==> config.mk <==
export PLATFORM = sky130hd
export DESIGN_NAME = tssc_ema_lane
export DESIGN_NICKNAME = d
export VERILOG_FILES = /design/src/design/tssc_pkg.sv /design/src/design/tssc_ema_lane.sv
export SDC_FILE = /design/constraint.sdc
export NUM_CORES = 1
export LEC_CHECK = 0
export BUFFER_PORTS_ARGS = -buffer_cell sky130_fd_sc_hd__buf_4
export CORE_ASPECT_RATIO = 1.2
export CORE_MARGIN = 10
export CORE_UTILIZATION = 60
export DETAILED_ROUTE_END_ITERATION = 6
export PLACE_DENSITY = 0.77
export SYNTH_ARGS = -nofsm -noshare
export SYNTH_HDL_FRONTEND = slang
export SYNTH_SLANG_ARGS = --single-unit
==> constraint.sdc <==
create_clock -name clk -period 19.65 [get_ports clk]
set_input_delay 1.965 -clock clk [delete_from_list [all_inputs] [get_ports clk]]
set_output_delay 1.965 -clock clk [all_outputs]
set_load 0.05 [all_outputs]
==> src/design/tssc_pkg.sv <==
`timescale 1ns / 1ps
package tssc_pkg;
    localparam int unsigned CFG_IDX_BITS = 3;
    localparam int unsigned CFG_DATA_BITS = 20;
    localparam logic [CFG_IDX_BITS-1:0] REG_ALPHA_SHARED = 3'd0;
    localparam logic [CFG_IDX_BITS-1:0] REG_ALPHA_CH5 = 3'd1;
    localparam logic [CFG_IDX_BITS-1:0] REG_ALPHA_CH7 = 3'd2;
    localparam logic [CFG_IDX_BITS-1:0] REG_ALPHA_SPEED = 3'd3;
    localparam logic [CFG_IDX_BITS-1:0] REG_SPEED_NUM = 3'd4;
    localparam logic [CFG_IDX_BITS-1:0] REG_SPEED_TIMEOUT = 3'd5;
    localparam logic [CFG_IDX_BITS-1:0] REG_CLICK_SHORT = 3'd6;
    localparam logic [CFG_IDX_BITS-1:0] REG_CLICK_LONG = 3'd7;

    localparam logic [1:0] CLICK_NONE = 2'd0;
    localparam logic [1:0] CLICK_SINGLE = 2'd1;
    localparam logic [1:0] CLICK_LONG = 2'd2;

    localparam logic [6:0] HOLD_MAX = 7'd100;
    localparam logic [10:0] TALLY_MAX = 11'd2047;
    localparam int unsigned SPEED_BITS = 20;
    localparam int unsigned SPEED_AVG_BITS = 36;
endpackage

==> src/design/tssc_ema_lane.sv <==
`timescale 1ns / 1ps
// One exponential average, A' = ((1 - w) * A + w * (x << 16)) >> 16.
// Computed as A + ((w * ((x << 16) - A)) >> 16) with a floor, split into a
// multiply step and an add step.
module tssc_ema_lane
    import tssc_pkg::*;
#(
    parameter int unsigned XBITS = 12
)
(
    input  logic                 clk,
    input  logic                 rst_n,
    input  logic                 start,
    input  logic                 clear,
    input  logic [XBITS-1:0]     x,
    input  logic [15:0]          w,
    output logic [XBITS+15:0]    avg
);
    localparam int unsigned AW = XBITS + 16;

    logic [AW-1:0]      avg_reg;
    logic [AW:0]        diff;
    logic [AW+16:0]     prod_reg;
    logic               busy_reg;
    logic [AW+16:0]     sum;

    // Signed difference, one extra bit.
    assign diff = {1'b0, x, 16'd0} - {1'b0, avg_reg};
    assign sum = {{17{1'b0}}, avg_reg} + {{16{prod_reg[AW+16]}}, prod_reg[AW+16:16]};

    always_ff @(posedge clk or negedge rst_n)
    begin
        if (!rst_n)
        begin
            avg_reg <= '0;
            busy_reg <= 1'b0;
        end
        else
        begin
            busy_reg <= start;
            if (busy_reg)
                avg_reg <= sum[AW-1:0];
            else if (clear)
                avg_reg <= '0;
        end
    end

    always_ff @(posedge clk)
    begin
        if (start)
            prod_reg <= $signed(diff) * $signed({1'b0, w});
    end

    assign avg = avg_reg;
endmodule

==> results.yml <==
yosys:
  synth-edff-count: 28
  synth_top_cell_by_area: "fa_1"
  synthTopCellsByArea: "fa_1, inv_1, ha_1"
  avgSynthCellArea_um2: 8.69
  ys_top_cells_by_count: "inv_1, fa_1, nand2_1, ha_1, and2_1"
  synth_flop_cell: "dfrtp_1"
  ys_async_sr_fraction_pct: 50.9
  ys_types: 61
  ys_seq_area_share_pct: 7.78
  ys_seq_elements: 57
  yosys.cell_count.top_type: "inv_1"
  syn_area_mm2: 0.0201
  synth_top_area_share_pct: 43.1
  ys_warn_count: 0
  synth.net_count: 2927
  postSynthCellCount: 2317
setup_path:
  critPathLaunchType: "input pin"
  setup.worst_path.class: "input pin to flip-flop"
  crit_slowest_cell: "a211oi_1"
  cp.required_ns: 19.72
  crit_path_max_fanout: 11
  cp_top_family: "adder cells"
  cp.buffers_inverters: 4
  crit_path_frequent_cell: "fa_1"
  critPathMaxStageDelay_ns: 0.68
  cp.arrival_ns: 10.61
  cp-end-kind: "flip-flop"
clock_tree:
  cts-root-buf: "clkbuf_16"
  cts_buffers: 9
  cts_resized: 0
  clk_path_buf_depth: 2
  clock_latency_ns: 0.33
  hold_buffers: 0
  cts.reportedPaths.clkPinSlew_ns: 0.05
  postCtsSetupRepairBufs: 0
  cts_tree: "yes"
  h-tree-depth: 3
  cts.sinks: 57
status:
  run_status: "completed"
sta:
  drv_slew: 0
  rsz0062_at_grt: "false"
  whs_ns: 0.490
  setup_viol: 0
  fin_crit_sh_pct: 53.6
  fin_crit_ns: 10.54
  layout_setup_ws_ns: 9.11
  hold_viol_final: 0
  relSlewSlack_pct: 23.4
  worst_pin_slew_ns: 1.15
  setup_tns_ns: 0
  max_freq_ghz: 0.0949
  clock_skew_ns: 0.00887
place:
  gp_congestion: 0.921
  portBuffers: 59
  place_ws_ns: 8.88
  dp_hpwl_um: 40100
die:
  initial_core_util_pct: 60.7
  rows: 73
  core_area_mm2: 0.0332
  die_area_mm2: 0.0413
  die_x_um: 187
  die_h_um: 221
  pin_count: 60
finish:
  drive_gt1_share_pct: 4.99
  synthToLayoutAreaGrowth_pct: 5.44
  antenna_cells: 0
  nets: 2909
drt:
  wl_per_cell_um: 18.9
  vias: 15600
  vias_per_cell: 5.66
  drtPass1Iterations: 6
  routed_wl_um: 52000
  drt-initial-drc-count: 1063
  ant_nets: 0
  drc: 0
global_routing:
  grt_pass1_vias: 17400
  grt-ovfl-total: 0
  grt_pass1_wl_um: 86800
  antenna_found_initial: 0
  grt_max_degree: 53
  grtUsageTotal_pct: 26.2
flow_run:
  max-cap-violations: 0
hold_path:
  hp-class: "flip-flop to flip-flop"
-- layout by cell type (no fill, tap or decap), drive strengths merged, types with 25 or more instances in the layout --
cell type and count:
a21o 25, inv 555, ha 144, nor2 52
and2 132, nand4 31, a21oi 43, nand2 385
fa 434, xnor2 53, edfxtp 28, buf 80
dfrtp 29, nand3 34
-- worst paths after layout --
check,start,cells after the start,endpoint,slack [ns]
setup / recovery,x[1],29,prod_reg[43],9.11
hold / removal,avg[27],1,avg[27],0.49
setup reg to reg,avg[0],30,prod_reg[43],9.50
hold reg to reg,avg[27],1,avg[27],0.49
max in group asynchronous,rst_n,1,avg[19],17.80
min in group asynchronous,rst_n,1,avg[10],1.56
-- worst reg2reg max path, delay by kind of cell (launching register included) --
kind                     cells  cell delay [ns]
XOR/XNOR                     2             0.94
buffers and inverters        6             0.47
flip-flops                   1             0.66
AND/OR/NAND/NOR             11             3.45
AO/OA/AOI/OAI                3             0.68
adder cells (fa/ha/maj)      8             3.67
-- metal layers --
metal | wire [µm] | share of wire (%) | vias to the layer above | global-route usage, %
met5 | 0 | 0 | - | 0
met4 | 3360 | 6.4 | 0 | 15.1
met3 | 2380 | 4.6 | 214 | 2.71
met2 | 27700 | 53 | 540 | 49.1
met1 | 18700 | 36 | 7897 | 28.6
li1 | - | - | 6950 | -
-- through the flow --
| stage | instances | instance area, µm² | util, % |
|---|---|---|---|
| after CTS | 2754 | 21200 | 64.0 |
| final | 2754 | 21200 | 64.0 |
| after floorplan | 2317 | 20100 | - |
| after global placement | 2738 | 20900 | 63.2 |
| after global routing | 2754 | 21200 | 64.0 |
| after detailed placement | 2738 | 20900 | 63.2 |
-- cell type report --
class / count / area [µm²]
clock buffer: 12 / 268
clock inverter: 4 / 23.8
fill: 2767 / 11900
inverter: 554 / 2080
multi-input combinational: 1597 / 16100
sequential: 57 / 1570
tap: 450 / 563
timing repair buffer: 80 / 601
-- logic make-up (layout without fill, tap and decap cells) --
kind of cell    after synthesis  count (layout)  share of synthesized area [%]
simple gates                752             752                           17.9
buf+inv                     663             650                           12.5
fa+ha+maj                   578             578                           52.1
compound gates              189             189                           6.29
xor+xnor                     76              76                           3.31
flops                        57              57                           7.78
mux                           2               2                         0.0994
Power is left out: the tool's default activity adds up to more than one toggle a clock period on the data nets, which glitch-free logic cannot reach.
