===== config.mk =====
export PLATFORM = sky130hd
export DESIGN_NAME = tssc_divider
export DESIGN_NICKNAME = d
export VERILOG_FILES = /design/src/design/tssc_pkg.sv /design/src/design/tssc_divider.sv
export SDC_FILE = /design/constraint.sdc
export NUM_CORES = 1
export LEC_CHECK = 0
export BUFFER_PORTS_ARGS = -buffer_cell sky130_fd_sc_hd__buf_4
export CORE_MARGIN = 8
export CORE_UTILIZATION = 32
export CTS_BUF_LIST = sky130_fd_sc_hd__clkbuf_16
export CTS_CLUSTER_DIAMETER = 40
export DETAILED_ROUTE_END_ITERATION = 6
export SLEW_MARGIN = 20
export SYNTH_ARGS = -nofsm -noshare
export SYNTH_HDL_FRONTEND = slang
export SYNTH_SLANG_ARGS = --single-unit
export TNS_END_PERCENT = 100

===== constraint.sdc =====
create_clock -name clk -period 3.1 [get_ports clk]
set_clock_uncertainty 0.1 [all_clocks]
set_input_delay 0.155 -clock clk [delete_from_list [all_inputs] [get_ports clk]]
set_output_delay 0.155 -clock clk [all_outputs]
set_load 0.01 [all_outputs]

===== src/design/tssc_pkg.sv =====
`timescale 1ns / 1ps
package tssc_pkg;
    localparam int unsigned CFG_IDX_BITS = 3;
    localparam int unsigned CFG_DATA_BITS = 20;
    localparam logic [CFG_IDX_BITS-1:0] REG_ALPHA_SHARED = 3'd0;
    localparam logic [CFG_IDX_BITS-1:0] REG_ALPHA_CH5 = 3'd1;
    localparam logic [CFG_IDX_BITS-1:0] REG_ALPHA_CH7 = 3'd2;
    localparam logic [CFG_IDX_BITS-1:0] REG_ALPHA_SPEED = 3'd3;
    localparam logic [CFG_IDX_BITS-1:0] REG_SPEED_NUM = 3'd4;
    localparam logic [CFG_IDX_BITS-1:0] REG_SPEED_TIMEOUT = 3'd5;
    localparam logic [CFG_IDX_BITS-1:0] REG_CLICK_SHORT = 3'd6;
    localparam logic [CFG_IDX_BITS-1:0] REG_CLICK_LONG = 3'd7;

    localparam logic [1:0] CLICK_NONE = 2'd0;
    localparam logic [1:0] CLICK_SINGLE = 2'd1;
    localparam logic [1:0] CLICK_LONG = 2'd2;

    localparam logic [6:0] HOLD_MAX = 7'd100;
    localparam logic [10:0] TALLY_MAX = 11'd2047;
    localparam int unsigned SPEED_BITS = 20;
    localparam int unsigned SPEED_AVG_BITS = 36;
endpackage


===== src/design/tssc_divider.sv =====
`timescale 1ns / 1ps
// Restoring divider, one quotient bit per cycle. A zero divisor gives 0.
module tssc_divider
    import tssc_pkg::*;
(
    input  logic                  clk,
    input  logic                  rst_n,
    input  logic                  start,
    input  logic [SPEED_BITS-1:0] num,
    input  logic [15:0]           den,
    output logic                  done,
    output logic [SPEED_BITS-1:0] quot
);
    logic [SPEED_BITS-1:0] q_reg;
    logic [16:0]           rem_reg;
    logic [15:0]           den_reg;
    logic [4:0]            cnt_reg;
    logic                  run_reg;
    logic                  done_reg;
    logic [16:0]           trial;
    logic [17:0]           sub;

    assign trial = {rem_reg[15:0], q_reg[SPEED_BITS-1]};
    assign sub = {1'b0, trial} - {2'b0, den_reg};

    always_ff @(posedge clk or negedge rst_n)
    begin
        if (!rst_n)
        begin
            run_reg <= 1'b0;
            done_reg <= 1'b0;
            cnt_reg <= '0;
        end
        else
        begin
            done_reg <= 1'b0;
            if (start)
            begin
                run_reg <= 1'b1;
                cnt_reg <= 5'(SPEED_BITS - 1);
            end
            else if (run_reg)
            begin
                cnt_reg <= cnt_reg - 5'd1;
                if (cnt_reg == 5'd0)
                begin
                    run_reg <= 1'b0;
                    done_reg <= 1'b1;
                end
            end
        end
    end

    always_ff @(posedge clk)
    begin
        if (start)
        begin
            q_reg <= num;
            rem_reg <= '0;
            den_reg <= den;
        end
        else if (run_reg)
        begin
            if (!sub[17])
            begin
                rem_reg <= sub[16:0];
                q_reg <= {q_reg[SPEED_BITS-2:0], 1'b1};
            end
            else
            begin
                rem_reg <= trial;
                q_reg <= {q_reg[SPEED_BITS-2:0], 1'b0};
            end
        end
    end

    assign done = done_reg;
    assign quot = (den_reg == 16'd0) ? '0 : q_reg;
endmodule


==> impl_metrics.tcl, run 1 <==
set metrics [dict create \
    finalSetupTns_ns 0 \
    route.antenna.remaining_nets 0 \
    rsz0062_at_grt "false" \
    ys_ff_latch 59 \
    drv_slew 0 \
    p_comb_share_pct 21.1 \
    drive_above_1_share_pct 29.4 \
    overflow 0 \
    yosysSeqAreaShare_pct 44.8 \
    synth_top_area_share_pct 30.7 \
    worst_pin_slew_ns 0.838 \
    vias_per_cell 5.00 \
    cts.sinks 59 \
    cts-root-buf "clkbuf_16" \
    min_to "q_reg[12]" \
    critPathKind "reg2reg" \
    crit_path_end_kind "flop" \
    port_buffers 59 \
    irDropWorstVdd_uv 331 \
    finalCritPeriodShare_pct 82.7 \
    tritoncts "done" \
    p_leak_nw 1.92 \
    largest_register_ffs 20 \
    hold_viol_final 0 \
    rows 38 \
    r2r_start "q_reg[19]" \
    required_ns 3.24 \
    dp_hpwl_um 6360 \
    cts_inserted_buffers 9 \
    io_pins 60 \
    die_x_um 121 \
    r2r-end "rem_reg[10]" \
    pwr-share-seq_pct 39.5 \
    hold_path_class "in2reg" \
    initial_core_util_pct 32.6 \
    status "complete, no violations" \
    async_flop_share_pct 11.9 \
    fmax_ghz 0.390 \
    die_h_um 121 \
    start_kind "flop" \
    setup_viol 0 \
    synth_top_cell_by_area "edfxtp_1" \
    htree_levels 3 \
    nFillCells 1027 \
    holdCritStartpoint "num[12]" \
    avgRoutedWirePerCell_um 15.9 \
    fin_hold_ws_ns 0.0275 \
    syn_avg_cell_area_um2 10.9 \
    period_needed_ns 2.56 \
    grt_start_max_net_pins 39 \
    syn-cell-area_um2 3520 \
    grt_first_pass_wirelength_um 14300 \
    num_vias 2742 \
    cp_max_fo 3 \
    p_sw_w 0.000655 \
    cap_viol_max_count 0 \
    coreArea_um2 10800 \
    holdPathStages 2 \
    path_clk_slew_ns 0.06 \
    synth.area.top_cells "edfxtp_1 31%, dfxtp_1 9.1%, mux2_2 6.7%" \
    clock_latency_ns 0.33 \
    drt_iter0_drc 133 \
    grtUsageTotal_pct 12.4 \
    fin_nets 461 \
    p_int_w 0.00178 \
    diodes 0 \
    arrival_ns 2.70 \
    syn_nets 382 \
    sw_frac_of_total_pct 26.9 \
    area_delta_synth_final_pct 30.1 \
    final_core_util_pct 42.4 \
    synth_cell_type_count 55 \
    cellPowerDensity_nw_per_um2 532 \
    die_area_um2 14600 \
    drc 0 \
    synth_edf_count 36 \
    drt-total-wl_um 8710 \
    grt_pass1_vias 2831 \
    postSynthCellCount 324 \
    slew_headroom_pct 44.0 \
    rrSetupSlack_ns 0.54 \
    dr.pass1.iters 5 \
    gp_congestion 0.882 \
    synth_warnings 0 \
    synth_ff_type "edfxtp_1" \
    cts-resized-gates 0 \
    pwr-share-clk_pct 39.4 \
    ff2ff_path_depth 10 \
    clk_path_buf_depth 2 \
    antenna_found_initial 0 \
]
-- placed cells by master (no fill, tap or decap), types with 3 or more instances in the layout --
master         Yosys  final
o21ai_1            6      6
xor2_1            10     10
nand2b_1           6      6
edfxtp_1          36     36
buf_4              0     67
nor2_1            21     21
a21oi_1            9      9
nand2_1           14     14
o21ai_0            4      4
a31oi_1            4      4
ha_1              18     18
nand3_2            3      3
and2_1            23     23
nand3_1            4      4
dlygate4sd3_1      0     17
o211ai_1           4      4
xnor2_1            7      7
nand4_1            5      5
nor4_1             6      6
a311oi_2           3      3
a21o_1            11     11
a311oi_1           4      4
a41oi_1            3      3
dfxtp_1           16     16
nor3b_1            3      3
o31ai_1            4      4
nor3_1             5      5
dfrtp_1            7      7
inv_1             23     24
mux2_2            21     21
clkbuf_16          0      9
-- how the worst max path moves through the flow --
stage                startpoint           to  slack (ns)
floorplan             q_reg[19]  rem_reg[10]        0.75
global placement      q_reg[19]  rem_reg[10]        0.60
detailed placement    q_reg[19]  rem_reg[10]        0.56
CTS                   q_reg[19]  rem_reg[10]        0.54
global route        den_reg[10]   rem_reg[1]        0.41
finish                q_reg[19]  rem_reg[10]        0.54
-- worst max-delay path: stages (launching register included) --
cell and delay, ns:
edfxtp_1 0.40, inv_1 0.07, ha_1 0.15, inv_1 0.05, fa_1 0.40, a21o_1 0.22, a221oi_2 0.32, o21ai_1 0.19
xnor2_1 0.16, a21o_1 0.17, a311oi_2 0.24
-- metal layers --
| layer | up-vias | wire length (µm) | GRT usage, % |
|---|---|---|---|
| met5 | - | 0 | 0 |
| met4 | 0 | 125 | 4.61 |
| met3 | 8 | 584 | 3.68 |
| met2 | 78 | 3960 | 19.0 |
| met1 | 1304 | 4040 | 16.2 |
| li1 | 1352 | - | - |
-- cell usage after synthesis, types with 6 or more instances --
cell type and instances:
nand2b_1 6, xor2_1 10, xnor2_1 7, dfrtp_1 7, ha_1 18, inv_1 23
o21ai_1 6, a21o_1 11, dfxtp_1 16, nor4_1 6, and2_1 23, mux2_2 21
clkbuf_1 7, nor2_1 21, edfxtp_1 36, a21oi_1 9, nand2_1 14
-- layout make-up --
class | instances | area (µm²) | share of cell area, %
multi-input cells | 226 | 1780 | 38.8
flip-flops and latches | 59 | 1580 | 34.5
repair buffers | 84 | 673 | 14.7
clock buffers | 9 | 225 | 4.92
well taps | 140 | 175 | 3.83
inverters | 23 | 86.3 | 1.89
clock inverters | 7 | 61.3 | 1.34
-- stage by stage --
step | cell area [µm²] | cells | worst slack, ns | total power (W)
2_1_floorplan | 3520 | 324 | 0.752 | 0.00130
3_3_place_gp | 4120 | 515 | 0.601 | 0.00146
3_5_place_dp | 4120 | 515 | 0.563 | 0.00147
4_1_cts | 4570 | 548 | 0.539 | 0.00246
5_1_grt | 4570 | 548 | 0.405 | 0.00255
6_report | 4570 | 548 | 0.536 | 0.00243
-- power groups by stage --
stage / registers (W) / logic [W] / clock network (W)
3_5_place_dp: 0.000974 / 0.000494 / 0
6_report: 0.000960 / 0.000514 / 0.000960
4_1_cts: 0.000961 / 0.000514 / 0.000982
3_3_place_gp: 0.000973 / 0.000491 / 0
5_1_grt: 0.000970 / 0.000565 / 0.00101
2_1_floorplan: 0.000957 / 0.000338 / 0
-- cells by family after synthesis --
logic type / synth area share [%]
simple gates: 14.9
compound gates: 17.7
flops: 44.8
buf+inv: 4.66
mux: 6.72
fa+ha+maj: 6.97
xor+xnor: 4.23
-- timing repair --
action                    4_1_cts  5_1_grt
hold endpoints to repair       23        0
hold buffers                   17        0
buffers inserted                0        0
No activity file was read; power rests on OpenSTA's default activity.
==> run 2: changes to the inputs <==
- clock period: 3.1 -> 2.2 ns (I/O delays scaled with it)
==> run 2 against run 1 <==
  * The flow now finishes with violations (setup timing)
  * Sequential cell count is the same
  * Count of clock-buffer cells in the layout rose by 1
  * Wire length is 10% higher
  * Core utilization rose by 7.4 points
  * Combinational power rose by 88%
==> impl_metrics.tcl, run 2 (synthesis gave the netlist of run 1 again) <==
set metrics [dict create \
    final_core_util_pct 49.8 \
    drc 0 \
    antenna_found_initial 0 \
    irDropWorstVdd_uv 427 \
    cts_inserted_buffers 9 \
    coreArea_um2 10800 \
    r2r_start "q_reg[19]" \
    fmax_ghz 0.427 \
    start_kind "flop" \
    vias_per_cell 4.92 \
    overflow 0 \
    cellPowerDensity_nw_per_um2 691 \
    drive_above_1_share_pct 41.3 \
    p_sw_w 0.000978 \
    holdCritStartpoint "num[7]" \
    die_area_um2 14600 \
    port_buffers 59 \
    failed_checks "setup timing" \
    p_int_w 0.00274 \
    diodes 0 \
    rsz0062_at_grt "true" \
    cp_max_fo 3 \
    hold_viol_final 0 \
    dp_hpwl_um 6840 \
    cts.sinks 59 \
    critPathKind "reg2reg" \
    pwr-share-clk_pct 37.5 \
    status "finished, violations left" \
    route.antenna.remaining_nets 0 \
    cap_viol_max_count 0 \
    period_needed_ns 2.34 \
    grt_start_max_net_pins 24 \
    worst_pin_slew_ns 0.487 \
    clk_path_buf_depth 2 \
    crit_path_end_kind "flop" \
    layout_common_cells "110 x buf_4, 36 x edfxtp_1, 36 x dlygate4sd3_1, 23 x and2_1, 22 x inv_1" \
    slew_headroom_pct 67.4 \
    finalCritPeriodShare_pct 107 \
    num_vias 3037 \
    arrival_ns 2.49 \
    startpoint "q_reg[19]" \
    largest_register_ffs 20 \
    sw_frac_of_total_pct 26.3 \
    tritoncts "done" \
    dr.pass1.iters 4 \
    die_h_um 121 \
    p_leak_nw 2.31 \
    finalSetupTns_ns -0.772 \
    required_ns 2.34 \
    drt-total-wl_um 9600 \
    final_common_cell "buf_4" \
    hold_path_class "in2reg" \
    area_delta_synth_final_pct 52.9 \
    grt_pass1_vias 3062 \
    cts-root-buf "clkbuf_16" \
    rows 38 \
    p_comb_share_pct 26.0 \
    clock_latency_ns 0.33 \
    path_clk_slew_ns 0.05 \
    setup_viol 11 \
    htree_levels 3 \
    gp_congestion 0.838 \
    initial_core_util_pct 32.6 \
    avgRoutedWirePerCell_um 15.6 \
    worst_slack_ns -0.143 \
    fin_hold_ws_ns 0.00137 \
    drt_iter0_drc 124 \
    io_pins 60 \
    drv_slew 0 \
    grt_first_pass_wirelength_um 15400 \
    fin_nets 530 \
    die_x_um 121 \
    pwr-share-seq_pct 36.6 \
    grtUsageTotal_pct 13.3 \
]
## run 2: cell types whose count changed in the layout (fill, tap and decap cells not counted), sizes merged
| cell | before | now |
|---|---|---|
| buf | 67 | 117 |
| dlygate4sd3 | 17 | 36 |
| clkinv | 3 | 2 |
| inv | 24 | 26 |
| clkbuf | 9 | 10 |
| clkinvlp | 2 | 0 |
## run 2: cell type report
cell class                 count  area, µm²
multi-input combinational    226       1970
clock buffer                  10        250
timing repair buffer         153       1260
fill                         914       5420
clock inverter                 6       48.8
inverter                      23       86.3
sequential                    59       1580
tap                          140        175
## run 2: final timing paths
path	end	slack (ns)	cells past startpoint
min in group asynchronous	cnt_reg[2]	0.04	2
hold / removal	q_reg[7]	0.001	2
setup reg to reg	rem_reg[10]	-0.14	10
setup / recovery	rem_reg[10]	-0.14	10
hold reg to reg	rem_reg[13]	0.43	2
max in group asynchronous	run_reg	1.84	2
## run 2: routing by layer
metal	GRT usage, %	part of all wire, %	up-vias
met5	0	0	-
met4	6.95	2.7	0
met3	2.66	4.4	16
met2	22.0	49	73
met1	16.1	44	1455
li1	-	-	1493
## run 2: what timing repair did
item	in CTS	in global routing
gates resized for setup	14	27
setup endpoints to repair	15	37
hold endpoints to repair	42	0
setup buffers	4	1
pin swaps	14	19
gates cloned	1	0
hold buffers	36	0
## run 2: power groups by stage
stage	logic, W	registers, W	clock network, W
2_1_floorplan	0.000483	0.00135	0
3_3_place_gp	0.000819	0.00137	0
3_5_place_dp	0.000833	0.00137	0
4_1_cts	0.000915	0.00136	0.00141
5_1_grt	0.00104	0.00137	0.00146
6_report	0.000965	0.00136	0.00139
## run 2: stage by stage
step                instances  worst slack, ns  area, µm²  power (W)
detailed placement        560           -0.169       4480    0.00221
CTS                       617           -0.151       5240    0.00368
global route              617           -0.325       5380    0.00387
finish                    617           -0.143       5380    0.00372
floorplan                 324          -0.0916       3540    0.00183
global placement          560           -0.114       4480    0.00219
## run 2: critical path, cell delays in order (launching register included)
cell and delay [ns]:
edfxtp_1 0.38, inv_1 0.07, ha_2 0.17, inv_2 0.04, fa_2 0.34, a21o_1 0.20
a221oi_4 0.29, o21ai_2 0.14, xnor2_1 0.14, a21o_1 0.17, a311oi_2 0.22
